==> src/hw/rtl/cfe_pkg.sv <==
package cfe_pkg;

    // Default sizing
    localparam int STORE_DEPTH_DEF = 64;
    localparam int MAX_PAYLOAD_DEF = 50;

    // Frame layout
    localparam int HDR_BYTES = 10;
    localparam int CRC_BYTES = 4;
    localparam int MIN_FRAME = HDR_BYTES + CRC_BYTES;

    // Queue between scanner and output stage
    localparam int QUEUE_DEPTH = 4;
    localparam int QUEUE_AW    = $clog2(QUEUE_DEPTH);
    localparam int QUEUE_CW    = $clog2(QUEUE_DEPTH + 1);

    // CRC-32 (reflected)
    localparam logic [31:0] CRC_POLY = 32'hEDB8_8320;
    localparam logic [31:0] CRC_ONES = 32'hFFFF_FFFF;

    // One result item
    typedef struct packed {
        logic [7:0] out_byte;
        logic       frame_first;
        logic       frame_last;
        logic       run_last;
    } res_t;

    // Scanner sequencer
    typedef enum logic [2:0] {
        S_IDLE,
        S_SCAN,
        S_HDR,
        S_CHECK,
        S_CRC,
        S_CMP,
        S_EMIT,
        S_FINISH
    } scan_state_t;

    // One byte through the reflected CRC, a bit per step
    function automatic logic [31:0] crc_byte(input logic [31:0] c_in, input logic [7:0] b);
        logic [31:0] c;
        c = c_in ^ {24'd0, b};
        for (int i = 0; i < 8; i++) begin
            c = c[0] ? ((c >> 1) ^ CRC_POLY) : (c >> 1);
        end
        return c;
    endfunction

endpackage

==> src/hw/rtl/crc_checked_frame_extractor.sv <==
// Sync-word deframer with CRC-32 check.
// Input channel s_valid/s_ready/s_rx_byte takes one received byte at a time
// into a circular byte store; a full store drops its oldest byte first.
// After each byte the store is rescanned from its oldest byte for a frame:
// sync word, 16-bit length, payload and little-endian reflected CRC-32.
// Result channel m_valid/m_ready carries every good frame byte by byte with
// frame_first/frame_last marks and run_last on the last byte from one input.
// cfg_wr_en/cfg_wr_data write the expected sync word; the user must do so
// only while idle, as the block does not enforce this. Each header attempt
// reads six store bytes; a frame is read once for the CRC pass and
// once more for emission if good, one store read per cycle at most, and
// emission waits for queue room. Bad candidates drop one byte and rescan.
// Results pass through a 4-entry queue and an output register, so a stalled
// receiver holds the scanner only once the queue, counting reads in flight,
// is full; s_ready stays low until all of this byte's results are queued.
// Reset empties the store, clears the sync word to zero, drops queued items.
module crc_checked_frame_extractor #(
    parameter int STORE_DEPTH = cfe_pkg::STORE_DEPTH_DEF,
    parameter int MAX_PAYLOAD = cfe_pkg::MAX_PAYLOAD_DEF
) (
    input  logic        aclk,
    input  logic        aresetn,
    input  logic        s_valid,
    output logic        s_ready,
    input  logic [7:0]  s_rx_byte,
    output logic        m_valid,
    input  logic        m_ready,
    output logic [7:0]  m_out_byte,
    output logic        m_frame_first,
    output logic        m_frame_last,
    output logic        m_run_last,
    input  logic        cfg_wr_en,
    input  logic [15:0] cfg_wr_data
);

    logic [15:0]                  sync_word_reg;
    logic                         q_push;
    cfe_pkg::res_t                q_push_data;
    logic                         q_pop;
    cfe_pkg::res_t                q_pop_data;
    logic                         q_empty;
    logic                         q_full;
    logic [cfe_pkg::QUEUE_CW-1:0] q_count;

    // Sync word register
    always_ff @(posedge aclk) begin
        if (!aresetn) sync_word_reg <= '0;
        else if (cfg_wr_en) sync_word_reg <= cfg_wr_data;
    end

    cfe_scan #(
        .STORE_DEPTH (STORE_DEPTH),
        .MAX_PAYLOAD (MAX_PAYLOAD)
    ) u_scan (
        .aclk      (aclk),
        .aresetn   (aresetn),
        .s_valid   (s_valid),
        .s_ready   (s_ready),
        .s_rx_byte (s_rx_byte),
        .sync_word (sync_word_reg),
        .push      (q_push),
        .push_data (q_push_data),
        .q_full    (q_full),
        .q_count   (q_count)
    );

    cfe_fifo u_fifo (
        .aclk      (aclk),
        .aresetn   (aresetn),
        .push      (q_push),
        .push_data (q_push_data),
        .pop       (q_pop),
        .pop_data  (q_pop_data),
        .empty     (q_empty),
        .full      (q_full),
        .count     (q_count)
    );

    cfe_out u_out (
        .aclk          (aclk),
        .aresetn       (aresetn),
        .q_empty       (q_empty),
        .q_data        (q_pop_data),
        .q_pop         (q_pop),
        .m_valid       (m_valid),
        .m_ready       (m_ready),
        .m_out_byte    (m_out_byte),
        .m_frame_first (m_frame_first),
        .m_frame_last  (m_frame_last),
        .m_run_last    (m_run_last)
    );

endmodule

==> src/hw/rtl/cfe_fifo.sv <==
module cfe_fifo (
    input  logic                         aclk,
    input  logic                         aresetn,
    input  logic                         push,
    input  cfe_pkg::res_t                push_data,
    input  logic                         pop,
    output cfe_pkg::res_t                pop_data,
    output logic                         empty,
    output logic                         full,
    output logic [cfe_pkg::QUEUE_CW-1:0] count
);

    cfe_pkg::res_t                 slot_reg [cfe_pkg::QUEUE_DEPTH];
    logic [cfe_pkg::QUEUE_AW-1:0]  wr_ptr_reg;
    logic [cfe_pkg::QUEUE_AW-1:0]  rd_ptr_reg;
    logic [cfe_pkg::QUEUE_CW-1:0]  count_reg;

    assign empty    = (count_reg == '0);
    assign full     = (count_reg == cfe_pkg::QUEUE_CW'(cfe_pkg::QUEUE_DEPTH));
    assign count    = count_reg;
    assign pop_data = slot_reg[rd_ptr_reg];

    // Pointers and occupancy
    always_ff @(posedge aclk) begin
        if (!aresetn) begin
            wr_ptr_reg <= '0;
            rd_ptr_reg <= '0;
            count_reg  <= '0;
        end else begin
            if (push) wr_ptr_reg <= wr_ptr_reg + 1'b1;
            if (pop)  rd_ptr_reg <= rd_ptr_reg + 1'b1;
            if (push && !pop)      count_reg <= count_reg + 1'b1;
            else if (pop && !push) count_reg <= count_reg - 1'b1;
        end
    end

    // Storage
    always_ff @(posedge aclk) begin
        if (push) slot_reg[wr_ptr_reg] <= push_data;
    end

endmodule

==> src/hw/rtl/cfe_out.sv <==
module cfe_out (
    input  logic          aclk,
    input  logic          aresetn,
    input  logic          q_empty,
    input  cfe_pkg::res_t q_data,
    output logic          q_pop,
    output logic          m_valid,
    input  logic          m_ready,
    output logic [7:0]    m_out_byte,
    output logic          m_frame_first,
    output logic          m_frame_last,
    output logic          m_run_last
);

    logic          valid_reg;
    cfe_pkg::res_t data_reg;

    // Reload the output register when empty or being taken
    assign q_pop = !q_empty && (!valid_reg || m_ready);

    always_ff @(posedge aclk) begin
        if (!aresetn) begin
            valid_reg <= 1'b0;
        end else if (!valid_reg || m_ready) begin
            valid_reg <= !q_empty;
        end
    end

    always_ff @(posedge aclk) begin
        if (q_pop) data_reg <= q_data;
    end

    assign m_valid       = valid_reg;
    assign m_out_byte    = data_reg.out_byte;
    assign m_frame_first = data_reg.frame_first;
    assign m_frame_last  = data_reg.frame_last;
    assign m_run_last    = data_reg.run_last;

endmodule

==> src/hw/rtl/cfe_scan.sv <==
module cfe_scan #(
    parameter int STORE_DEPTH = cfe_pkg::STORE_DEPTH_DEF,
    parameter int MAX_PAYLOAD = cfe_pkg::MAX_PAYLOAD_DEF
) (
    input  logic                         aclk,
    input  logic                         aresetn,
    input  logic                         s_valid,
    output logic                         s_ready,
    input  logic [7:0]                   s_rx_byte,
    input  logic [15:0]                  sync_word,
    output logic                         push,
    output cfe_pkg::res_t                push_data,
    input  logic                         q_full,
    input  logic [cfe_pkg::QUEUE_CW-1:0] q_count
);

    localparam int AW = $clog2(STORE_DEPTH);
    localparam int FW = $clog2(STORE_DEPTH + 1);

    cfe_pkg::scan_state_t state_reg, state_next;

    logic [7:0]    mem [STORE_DEPTH];
    logic [AW-1:0] head_reg;
    logic [FW-1:0] fill_reg;
    logic [FW-1:0] off_reg;
    logic [FW-1:0] tag_reg;
    logic          inflight_reg;
    logic [7:0]    rd_data_reg;
    logic [15:0]   sync_rx_reg;
    logic [15:0]   plen_reg;
    logic [FW-1:0] flen_reg;
    logic [31:0]   crc_reg;
    logic [31:0]   rcv_crc_reg;
    logic          pend_valid_reg;
    logic [7:0]    pend_byte_reg;
    logic          pend_first_reg;
    logic          pend_last_reg;

    logic          rd_issue;
    logic          arr;
    logic          hdr_bad;
    logic          too_short;
    logic [16:0]   flen_full;
    logic          tag_last;
    logic [FW-1:0] crc_len;

    // Circular index: base plus offset, wrapped once
    function automatic logic [AW-1:0] wrap_add(input logic [AW-1:0] base,
                                               input logic [FW-1:0] n);
        logic [FW:0] s;
        s = {{(FW + 1 - AW){1'b0}}, base} + {1'b0, n};
        if (s >= (FW + 1)'(STORE_DEPTH)) s = s - (FW + 1)'(STORE_DEPTH);
        return s[AW-1:0];
    endfunction

    // Header and frame checks
    assign arr       = inflight_reg;
    assign hdr_bad   = (sync_rx_reg != sync_word) || (plen_reg > 16'(MAX_PAYLOAD));
    assign flen_full = 17'(cfe_pkg::MIN_FRAME) + {1'b0, plen_reg};
    assign too_short = {{(17 - FW){1'b0}}, fill_reg} < flen_full;
    assign tag_last  = (tag_reg == flen_reg - 1'b1);
    assign crc_len   = flen_reg - FW'(cfe_pkg::CRC_BYTES);

    // Next state
    always_comb begin
        state_next = state_reg;
        unique case (state_reg)
            cfe_pkg::S_IDLE:   if (s_valid) state_next = cfe_pkg::S_SCAN;
            cfe_pkg::S_SCAN:   state_next = (fill_reg >= FW'(cfe_pkg::MIN_FRAME)) ?
                                            cfe_pkg::S_HDR : cfe_pkg::S_FINISH;
            cfe_pkg::S_HDR:    if (arr && tag_reg == FW'(5)) state_next = cfe_pkg::S_CHECK;
            cfe_pkg::S_CHECK: begin
                if (hdr_bad)        state_next = cfe_pkg::S_SCAN;
                else if (too_short) state_next = cfe_pkg::S_FINISH;
                else                state_next = cfe_pkg::S_CRC;
            end
            cfe_pkg::S_CRC:    if (arr && tag_last) state_next = cfe_pkg::S_CMP;
            cfe_pkg::S_CMP:    state_next = ((crc_reg ^ cfe_pkg::CRC_ONES) != rcv_crc_reg) ?
                                            cfe_pkg::S_SCAN : cfe_pkg::S_EMIT;
            cfe_pkg::S_EMIT:   if (arr && tag_last) state_next = cfe_pkg::S_SCAN;
            cfe_pkg::S_FINISH: if (!pend_valid_reg || !q_full) state_next = cfe_pkg::S_IDLE;
            default:           state_next = cfe_pkg::S_IDLE;
        endcase
    end

    // Outputs: handshake, store reads, queue pushes
    always_comb begin
        s_ready  = 1'b0;
        rd_issue = 1'b0;
        push     = 1'b0;
        unique case (state_reg)
            cfe_pkg::S_IDLE: s_ready = 1'b1;
            cfe_pkg::S_HDR:  rd_issue = (off_reg < FW'(6));
            cfe_pkg::S_CRC:  rd_issue = (off_reg < flen_reg);
            cfe_pkg::S_EMIT: begin
                rd_issue = (off_reg < flen_reg) &&
                           ((q_count + cfe_pkg::QUEUE_CW'(inflight_reg)) <
                            cfe_pkg::QUEUE_CW'(cfe_pkg::QUEUE_DEPTH));
                push     = arr && pend_valid_reg;
            end
            cfe_pkg::S_FINISH: push = pend_valid_reg && !q_full;
            default: ;
        endcase
        push_data.out_byte    = pend_byte_reg;
        push_data.frame_first = pend_first_reg;
        push_data.frame_last  = pend_last_reg;
        push_data.run_last    = (state_reg == cfe_pkg::S_FINISH);
    end

    // Control state
    always_ff @(posedge aclk) begin
        if (!aresetn) begin
            state_reg      <= cfe_pkg::S_IDLE;
            head_reg       <= '0;
            fill_reg       <= '0;
            inflight_reg   <= 1'b0;
            pend_valid_reg <= 1'b0;
            off_reg        <= '0;
        end else begin
            state_reg    <= state_next;
            inflight_reg <= rd_issue;
            if (rd_issue) off_reg <= off_reg + 1'b1;
            unique case (state_reg)
                cfe_pkg::S_IDLE: begin
                    if (s_valid) begin
                        if (fill_reg == FW'(STORE_DEPTH)) head_reg <= wrap_add(head_reg, FW'(1));
                        else fill_reg <= fill_reg + 1'b1;
                    end
                end
                cfe_pkg::S_SCAN: off_reg <= '0;
                cfe_pkg::S_CHECK: begin
                    if (hdr_bad) begin
                        head_reg <= wrap_add(head_reg, FW'(1));
                        fill_reg <= fill_reg - 1'b1;
                    end
                end
                cfe_pkg::S_CMP: begin
                    off_reg <= '0;
                    if ((crc_reg ^ cfe_pkg::CRC_ONES) != rcv_crc_reg) begin
                        head_reg <= wrap_add(head_reg, FW'(1));
                        fill_reg <= fill_reg - 1'b1;
                    end
                end
                cfe_pkg::S_EMIT: begin
                    if (arr) begin
                        pend_valid_reg <= 1'b1;
                        if (tag_last) begin
                            head_reg <= wrap_add(head_reg, flen_reg);
                            fill_reg <= fill_reg - flen_reg;
                        end
                    end
                end
                cfe_pkg::S_FINISH: if (!q_full) pend_valid_reg <= 1'b0;
                default: ;
            endcase
            if (state_reg == cfe_pkg::S_CHECK) off_reg <= '0;
        end
    end

    // Byte store: write on accept, registered read
    always_ff @(posedge aclk) begin
        if (s_valid && s_ready) begin
            if (fill_reg == FW'(STORE_DEPTH)) mem[head_reg] <= s_rx_byte;
            else mem[wrap_add(head_reg, fill_reg)] <= s_rx_byte;
        end
        if (rd_issue) begin
            rd_data_reg <= mem[wrap_add(head_reg, off_reg)];
            tag_reg     <= off_reg;
        end
    end

    // Header capture, CRC accumulation, pending result
    always_ff @(posedge aclk) begin
        if (state_reg == cfe_pkg::S_CHECK) begin
            flen_reg <= flen_full[FW-1:0];
            crc_reg  <= cfe_pkg::CRC_ONES;
        end
        if (arr) begin
            unique case (state_reg)
                cfe_pkg::S_HDR: begin
                    if (tag_reg == FW'(0)) sync_rx_reg[7:0]  <= rd_data_reg;
                    if (tag_reg == FW'(1)) sync_rx_reg[15:8] <= rd_data_reg;
                    if (tag_reg == FW'(4)) plen_reg[7:0]     <= rd_data_reg;
                    if (tag_reg == FW'(5)) plen_reg[15:8]    <= rd_data_reg;
                end
                cfe_pkg::S_CRC: begin
                    if (tag_reg < crc_len) crc_reg <= cfe_pkg::crc_byte(crc_reg, rd_data_reg);
                    else rcv_crc_reg <= {rd_data_reg, rcv_crc_reg[31:8]};
                end
                cfe_pkg::S_EMIT: begin
                    pend_byte_reg  <= rd_data_reg;
                    pend_first_reg <= (tag_reg == '0);
                    pend_last_reg  <= tag_last;
                end
                default: ;
            endcase
        end
    end

`ifndef SYNTHESIS
    // Fill never passes the store size
    assert property (@(posedge aclk) disable iff (!aresetn)
        fill_reg <= FW'(STORE_DEPTH))
        else $error("store fill overflow");

    // A push never meets a full queue
    assert property (@(posedge aclk) disable iff (!aresetn)
        push |-> !q_full)
        else $error("push into full queue");

    // Nothing held back when a new byte is taken
    assert property (@(posedge aclk) disable iff (!aresetn)
        s_ready |-> !pend_valid_reg && !inflight_reg)
        else $error("input taken with result pending");

    // A read is followed by a scanning state, never by idle or finish
    assert property (@(posedge aclk) disable iff (!aresetn)
        rd_issue |=> (state_reg == cfe_pkg::S_HDR || state_reg == cfe_pkg::S_CHECK ||
                      state_reg == cfe_pkg::S_CRC || state_reg == cfe_pkg::S_CMP ||
                      state_reg == cfe_pkg::S_EMIT || state_reg == cfe_pkg::S_SCAN))
        else $error("store read outside scan");
`endif

endmodule

==> config.mk <==
export PLATFORM = sky130hd
export DESIGN_NAME = crc_checked_frame_extractor
export DESIGN_NICKNAME = d
export VERILOG_FILES = /design/src/hw/rtl/cfe_pkg.sv /design/src/hw/rtl/crc_checked_frame_extractor.sv /design/src/hw/rtl/cfe_fifo.sv /design/src/hw/rtl/cfe_out.sv /design/src/hw/rtl/cfe_scan.sv
export SDC_FILE = /design/constraint.sdc
export NUM_CORES = 1
export LEC_CHECK = 0
export ABC_AREA = 1
export BUFFER_PORTS_ARGS = -buffer_cell sky130_fd_sc_hd__buf_2
export CAP_MARGIN = 20
export CORE_MARGIN = 5
export CORE_UTILIZATION = 54
export CTS_CLUSTER_SIZE = 14
export DETAILED_ROUTE_END_ITERATION = 8
export PLACE_DENSITY = 0.74
export SLEW_MARGIN = 20
export SYNTH_ARGS = -nofsm -noshare
export SYNTH_HDL_FRONTEND = slang
export SYNTH_SLANG_ARGS = --single-unit
==> constraint.sdc <==
create_clock -name aclk -period 9.7 [get_ports aclk]
set_clock_uncertainty 0.05 [all_clocks]
set_input_delay 0.485 -clock aclk [delete_from_list [all_inputs] [get_ports aclk]]
set_output_delay 0.485 -clock aclk [all_outputs]
set_load 0.1 [all_outputs]
# == Yosys cells after proc, flatten, opt, wreduce, memory -nomap -nowiden ==
# Memory sizes are Yosys's and may differ from the RTL's. A register that Yosys moved wholly into a read port is not among the register bits.
# Cells that the tools add are included.
# classes
muxes,62
addsub,20
eq_ne,27
n_bitwise,12
shifts,0
order_cmp,11
reduce_logical,36
n_div,0
multipliers,0
# op_table
cell,n
$mux W32,12
$not A13 Y14,8
$mux W6,14
$mux W7,6
$ne A32 B32 Y1,1
$not A32 Y32,1
$xor A32 B8 Y32,1
$mux W3,10
$pmux W7 S4,1
$add A6 B7 Y8,3
$ge A8 B7 Y1 const B,3
$pmux W3 S8,1
$pmux W6 S4,1
$sub A6 B1 Y6 const B,4
$reduce_and A3 Y1,6
$add A4 B16 Y17 const A,1
$lt A7 B17 Y1,1
$gt A16 B6 Y1 const B,1
$ne A16 B16 Y1,1
$ne A2 B1 Y1 const B,8
$eq A3 B3 Y1 const B,5
$add A7 B1 Y7 const B,2
$eq A7 B3 Y1 const B,2
$lt A7 B7 Y1,2
36 further kinds,73
# word_totals
memories,2
out_inout_bits,13
rom_bits,0
ff_bits,169
ram_bits,556
word_cells,192
latchBits,0
# memory_table
memory,depth,width,read_ports,rd_clocked_by_memory_dff,write_ports,line_no,text
u_scan.mem,64,8,1,1,1,cfe_scan.sv:22,logic [7:0] mem [STORE_DEPTH];
u_fifo.slot_reg,4,11,1,1,1,cfe_fifo.sv:13,cfe_pkg::res_t slot_reg [cfe_pkg::QUEUE_DEPTH];

# == Logic depth before layout (Yosys ltp) ==
# logic_depth
word_depth,20
depth_mapped,18
mapped_depth_nobuf,18

# == Cells and area by module ==
# From an unflattened synthesis, not the netlist that was laid out.
# unflattened
cells_unflattened,2908
hier_area_um2,32548.7
# by_module_without_submodules
mod,n_inst,cells_each,area_per_inst_um2,seq_area_each_um2
cfe_scan,1,2625,29423.2,19398.6
cfe_fifo,1,165,2073.2,1501.4
crc_checked_frame_extractor,1,101,674.4,320.3
cfe_out,1,17,377.9,350.3

# == Least setup slack after synthesis ==
# Ideal clock, no wire load.
# synth_timing
path_type,register -> register
start,reg u_scan.flen_reg[2]
end,"reg u_scan.rcv_crc_reg[0], enable pin"
n_path_buf,0
setup_ns,0.432
path_stages_with_launch,9
period_less_slack_ns,3.681
arrival_time_ns,3.199
required_time_ns,9.218
path_slack_ns,6.019
cell_sequence,edfxtp_1 inv_1 ha_1 nand3_1 xor2_1 ha_1 nand2_1 o21a_1 a21oi_1
# synth_via
elab_chain_cells,4
# synth_rtl
element,line_no,text
from (decl),cfe_scan.sv:31,logic [FW-1:0] flen_reg;
from (signal assigned),cfe_scan.sv:175,flen_reg <= flen_full[FW-1:0];
$sub A7 B3 Y7,cfe_scan.sv:62,assign crc_len = flen_reg - FW'(cfe_pkg::CRC_BYTES);
$lt A7 B7 Y1,cfe_scan.sv:187,"if (tag_reg < crc_len) crc_reg <= cfe_pkg::crc_byte(crc_reg, rd_data_reg);"
$not A1 Y1 (no source line),n/a,
$reduce_and A3 Y1 (no source line),n/a,
to (signal assigned),cfe_scan.sv:188,"else rcv_crc_reg <= {rd_data_reg, rcv_crc_reg[31:8]};"
to (decl),cfe_scan.sv:33,logic [31:0] rcv_crc_reg;
# Every way passes these cells.
# A chain may end at the register's enable or synchronous reset.

# == Worst setup path after layout ==
# layout_timing
start,reg u_scan.off_reg[0]
end,"reg u_scan.rd_data_reg[4] (read register of u_scan.mem), data pin"
# layout_via
elab_chain_cells,4
elab_cells_between_ends,9
classes_between,add/sub (2); order compare (3); mux (3); reduce/logical (1)
# layout_rtl
element,line_no,text
from (decl),cfe_scan.sv:25,logic [FW-1:0] off_reg;
from (signal assigned),cfe_scan.sv:122,if (rd_issue) off_reg <= off_reg + 1'b1;
$add A6 B7 Y8,cfe_scan.sv:51,"s = {{(FW + 1 - AW){1'b0}}, base} + {1'b0, n};"
$ge A8 B7 Y1 / $sub A6 B1 Y6 (equally long branches),cfe_scan.sv:52,if (s >= (FW + 1)'(STORE_DEPTH)) s = s - (FW + 1)'(STORE_DEPTH);
$mux W6,cfe_scan.sv:52,
$mux W6,cfe_scan.sv:166,if (rd_issue) begin
to (decl),cfe_scan.sv:28,logic [7:0] rd_data_reg;
# Parallel ways exist; a longest one is shown, timed or not. The select of a mux whose other input is x is not followed.

==> out/metrics.cfg <==
[outcome]
outcome = finished, final reports clean

[layout]
multi_input_area_mm2 = 0.00959
layout_commonest_cell = edfxtp_1
layout_common_cells = edfxtp_1 (663), nor2_1 (524), nand2_1 (360)
areaGrowthSynthToFinish_pct = 10.5
drive_gt1_share_pct = 7.16
fin_area_mm2 = 0.0356
diodes = 0
fill_cells = 4536
register_area_mm2 = 0.0215
fin_nets = 2950
largest_reg_flops = 512

[power]
peakVddDrop_v = 0.000301
p_comb_share_pct = 42.3
swShare_pct = 42.1
power_frac_seq_pct = 34.0
pwr-share-clk_pct = 23.7
power.switching_mw = 5.07
power_mw = 12.0
power_per_cell_area_mw_per_mm2 = 339
p_int_mw = 6.98
p_leak_nw = 12.7

[global_route]
grt_usage_pct = 23.4
grt_max_degree = 151
grt.overflow.total = 0
grt_antenna_before_repair = 0
grt_pass1_vias = 21000
grt_pass1_wl_mm = 119

[synth]
synth-edff-count = 663
ys_seq_area_share_pct = 66.9
synth_seq_cells = 744
async_flop_share_pct = 0
syn-num-nets = 2938
synth_cell_type_count = 46
yosysTopAreaCellShare_pct = 61.8
synth_area_leader_cell = edfxtp_1
avgSynthCellArea_um2 = 11.3
yosys_warnings = 0
synthTopCellsByArea = edfxtp_1 (62%), nor2_1 (6.1%), o21ai_0 (5.2%)
synthesis.area_mm2 = 0.0322
synthFlopType = edfxtp_1
syn_inst = 2855

[clocking]
cts_root_buffer = clkbuf_16
clk_pin_slew_ns = 0.06
clk_path_buf_depth = 3
post_cts_resized = 0
cts_tree = built
cts_hold_buf = 0
clock_latency_ns = 0.63
cts_sinks = 744
cts_made_buffers = 76
htreeDepth = 3
cts_setup_buffers = 0

[floorplanning]
fp-row-count = 89
initial_utilization_pct = 54.6
die-area_mm2 = 0.0646
core_area_mm2 = 0.0590
die_w_um = 254
pin_count = 42
die_y_um = 254

[setup_path]
crit_fanout = 86
arrival_ns = 5.04
endpoint_kind = flop
critPathLaunchType = flop
required_ns = 10.16
path_class = reg2reg

[drt]
vias = 21800
ant_nets = 0
routedWlPerCell_um = 20.8
drc = 0
dr.pass1.iters = 6
drt_first_iter_violations = 2372
routed_wirelength_mm = 76.7
viasPerCell = 5.90

[place]
portBuffers = 41
gp_congestion = 0.879
place_hpwl_mm = 46.2
pre_cts_ws_ns = 5.11
dpl_cell_area_mm2 = 0.0331

[timing]
rsz0062_at_grt = no
fmax_mhz = 218
drv_slew = 0
worst_slew_margin_rel_pct = 25.0
timing.final.crit_share_pct = 47.3
finalSetupViolCount = 0
fin_crit_ns = 4.59
hold_viol_final = 0
fin_ws_ns = 5.11
setup_tns_ns = 0
tightestPinTransition_ns = 1.12

[worst_hold_path]
hold_class = in2reg

[job]
cap_violations = 0

[layer usage]
| layer | global-route usage (%) | share of wire (%) | vias to the layer above |
|---|---|---|---|
| li1 | - | - | 10100 |
| met3 | 4.48 | 8.5 | 156 |
| met2 | 37.9 | 48 | 996 |
| met5 | 0 | 0 | - |
| met1 | 32.5 | 41 | 10500 |
| met4 | 7.55 | 3.1 | 0 |
[synthesized netlist by cell type, drive strengths merged (3+ instances only)]
cell type / count
a21boi: 8
a21oi: 61
a31oi: 7
buf: 22
clkbuf: 110
dfxtp: 81
edfxtp: 663
fa: 5
ha: 49
inv: 168
nand2: 363
nand3: 93
nand4: 15
nor2: 527
nor3: 21
nor4: 4
o21a: 3
o21ai: 346
o221ai: 64
o22ai: 78
o31ai: 15
or2: 7
xnor2: 38
xor2: 98
[per-stage QoR]
stage          utilization (%)  cells  hold slack [ns]
2_1_floorplan                -   2855            0.390
3_5_place_dp              56.1   3560            0.406
3_3_place_gp              56.1   3560            0.403
5_1_grt                   60.3   3693           0.0568
6_report                  60.3   3693           0.0486
4_1_cts                   60.2   3691           0.0253
[cell families (layout without fill, tap and decap cells)]
kind of cell | Yosys count | in the layout | synth area share, %
AOI/OAI and AO/OA | 586 | 586 | 10.4
xor gates and xnor gates | 136 | 136 | 4.13
adders and majority gates | 54 | 54 | 2.21
buffers and inverters | 300 | 365 | 3.56
DFF | 744 | 744 | 66.9
muxes | 1 | 1 | 0.0311
and+or+nand+nor | 1034 | 1034 | 12.8
[critical path, stage by stage, from the launching register on]
cell and delay [ns]:
dfxtp_1 0.46, ha_4 0.18, fa_4 0.89, inv_2 0.68, buf_4 0.79, o21ai_0 0.25
o22ai_1 0.18, nand2_1 0.08, nand2_1 0.14, nor2_1 0.05, nor3_1 0.37, o21ai_0 0.15
nand2_1 0.08
[final cells by class]
cell class / count / area share (%)
multi-input cells: 1811 / 26.9
inverters: 168 / 1.79
well taps: 773 / 2.72
clock buffers: 97 / 5.72
repair buffers: 66 / 1.20
flip-flops and latches: 744 / 60.5
clock inverters: 34 / 1.10
[worst paths after layout]
check | start | endpoint | slack [ns] | depth (start not counted)
worst max register to register | u_scan.off_reg[0] | u_scan.rd_data_reg[4] | 5.11 | 12
worst max-delay path | u_scan.off_reg[0] | u_scan.rd_data_reg[4] | 5.11 | 12
worst min register to register | u_scan.rcv_crc_reg[20] | u_scan.rcv_crc_reg[12] | 0.40 | 0
worst min-delay path | cfg_wr_data[0] | sync_word_reg[0] | 0.05 | 3
[power by group through the flow]
| stage | clock (mW) | sequential (mW) | combinational, mW |
|---|---|---|---|
| finish | 2.86 | 4.09 | 5.09 |
| global route | 3.05 | 4.13 | 5.57 |
| CTS | 2.89 | 4.10 | 5.03 |
| detailed placement | 0 | 4.16 | 4.97 |
| global placement | 0 | 4.15 | 4.87 |
| floorplan | 0 | 4.23 | 3.47 |
Power figures use the tool's default switching activity.
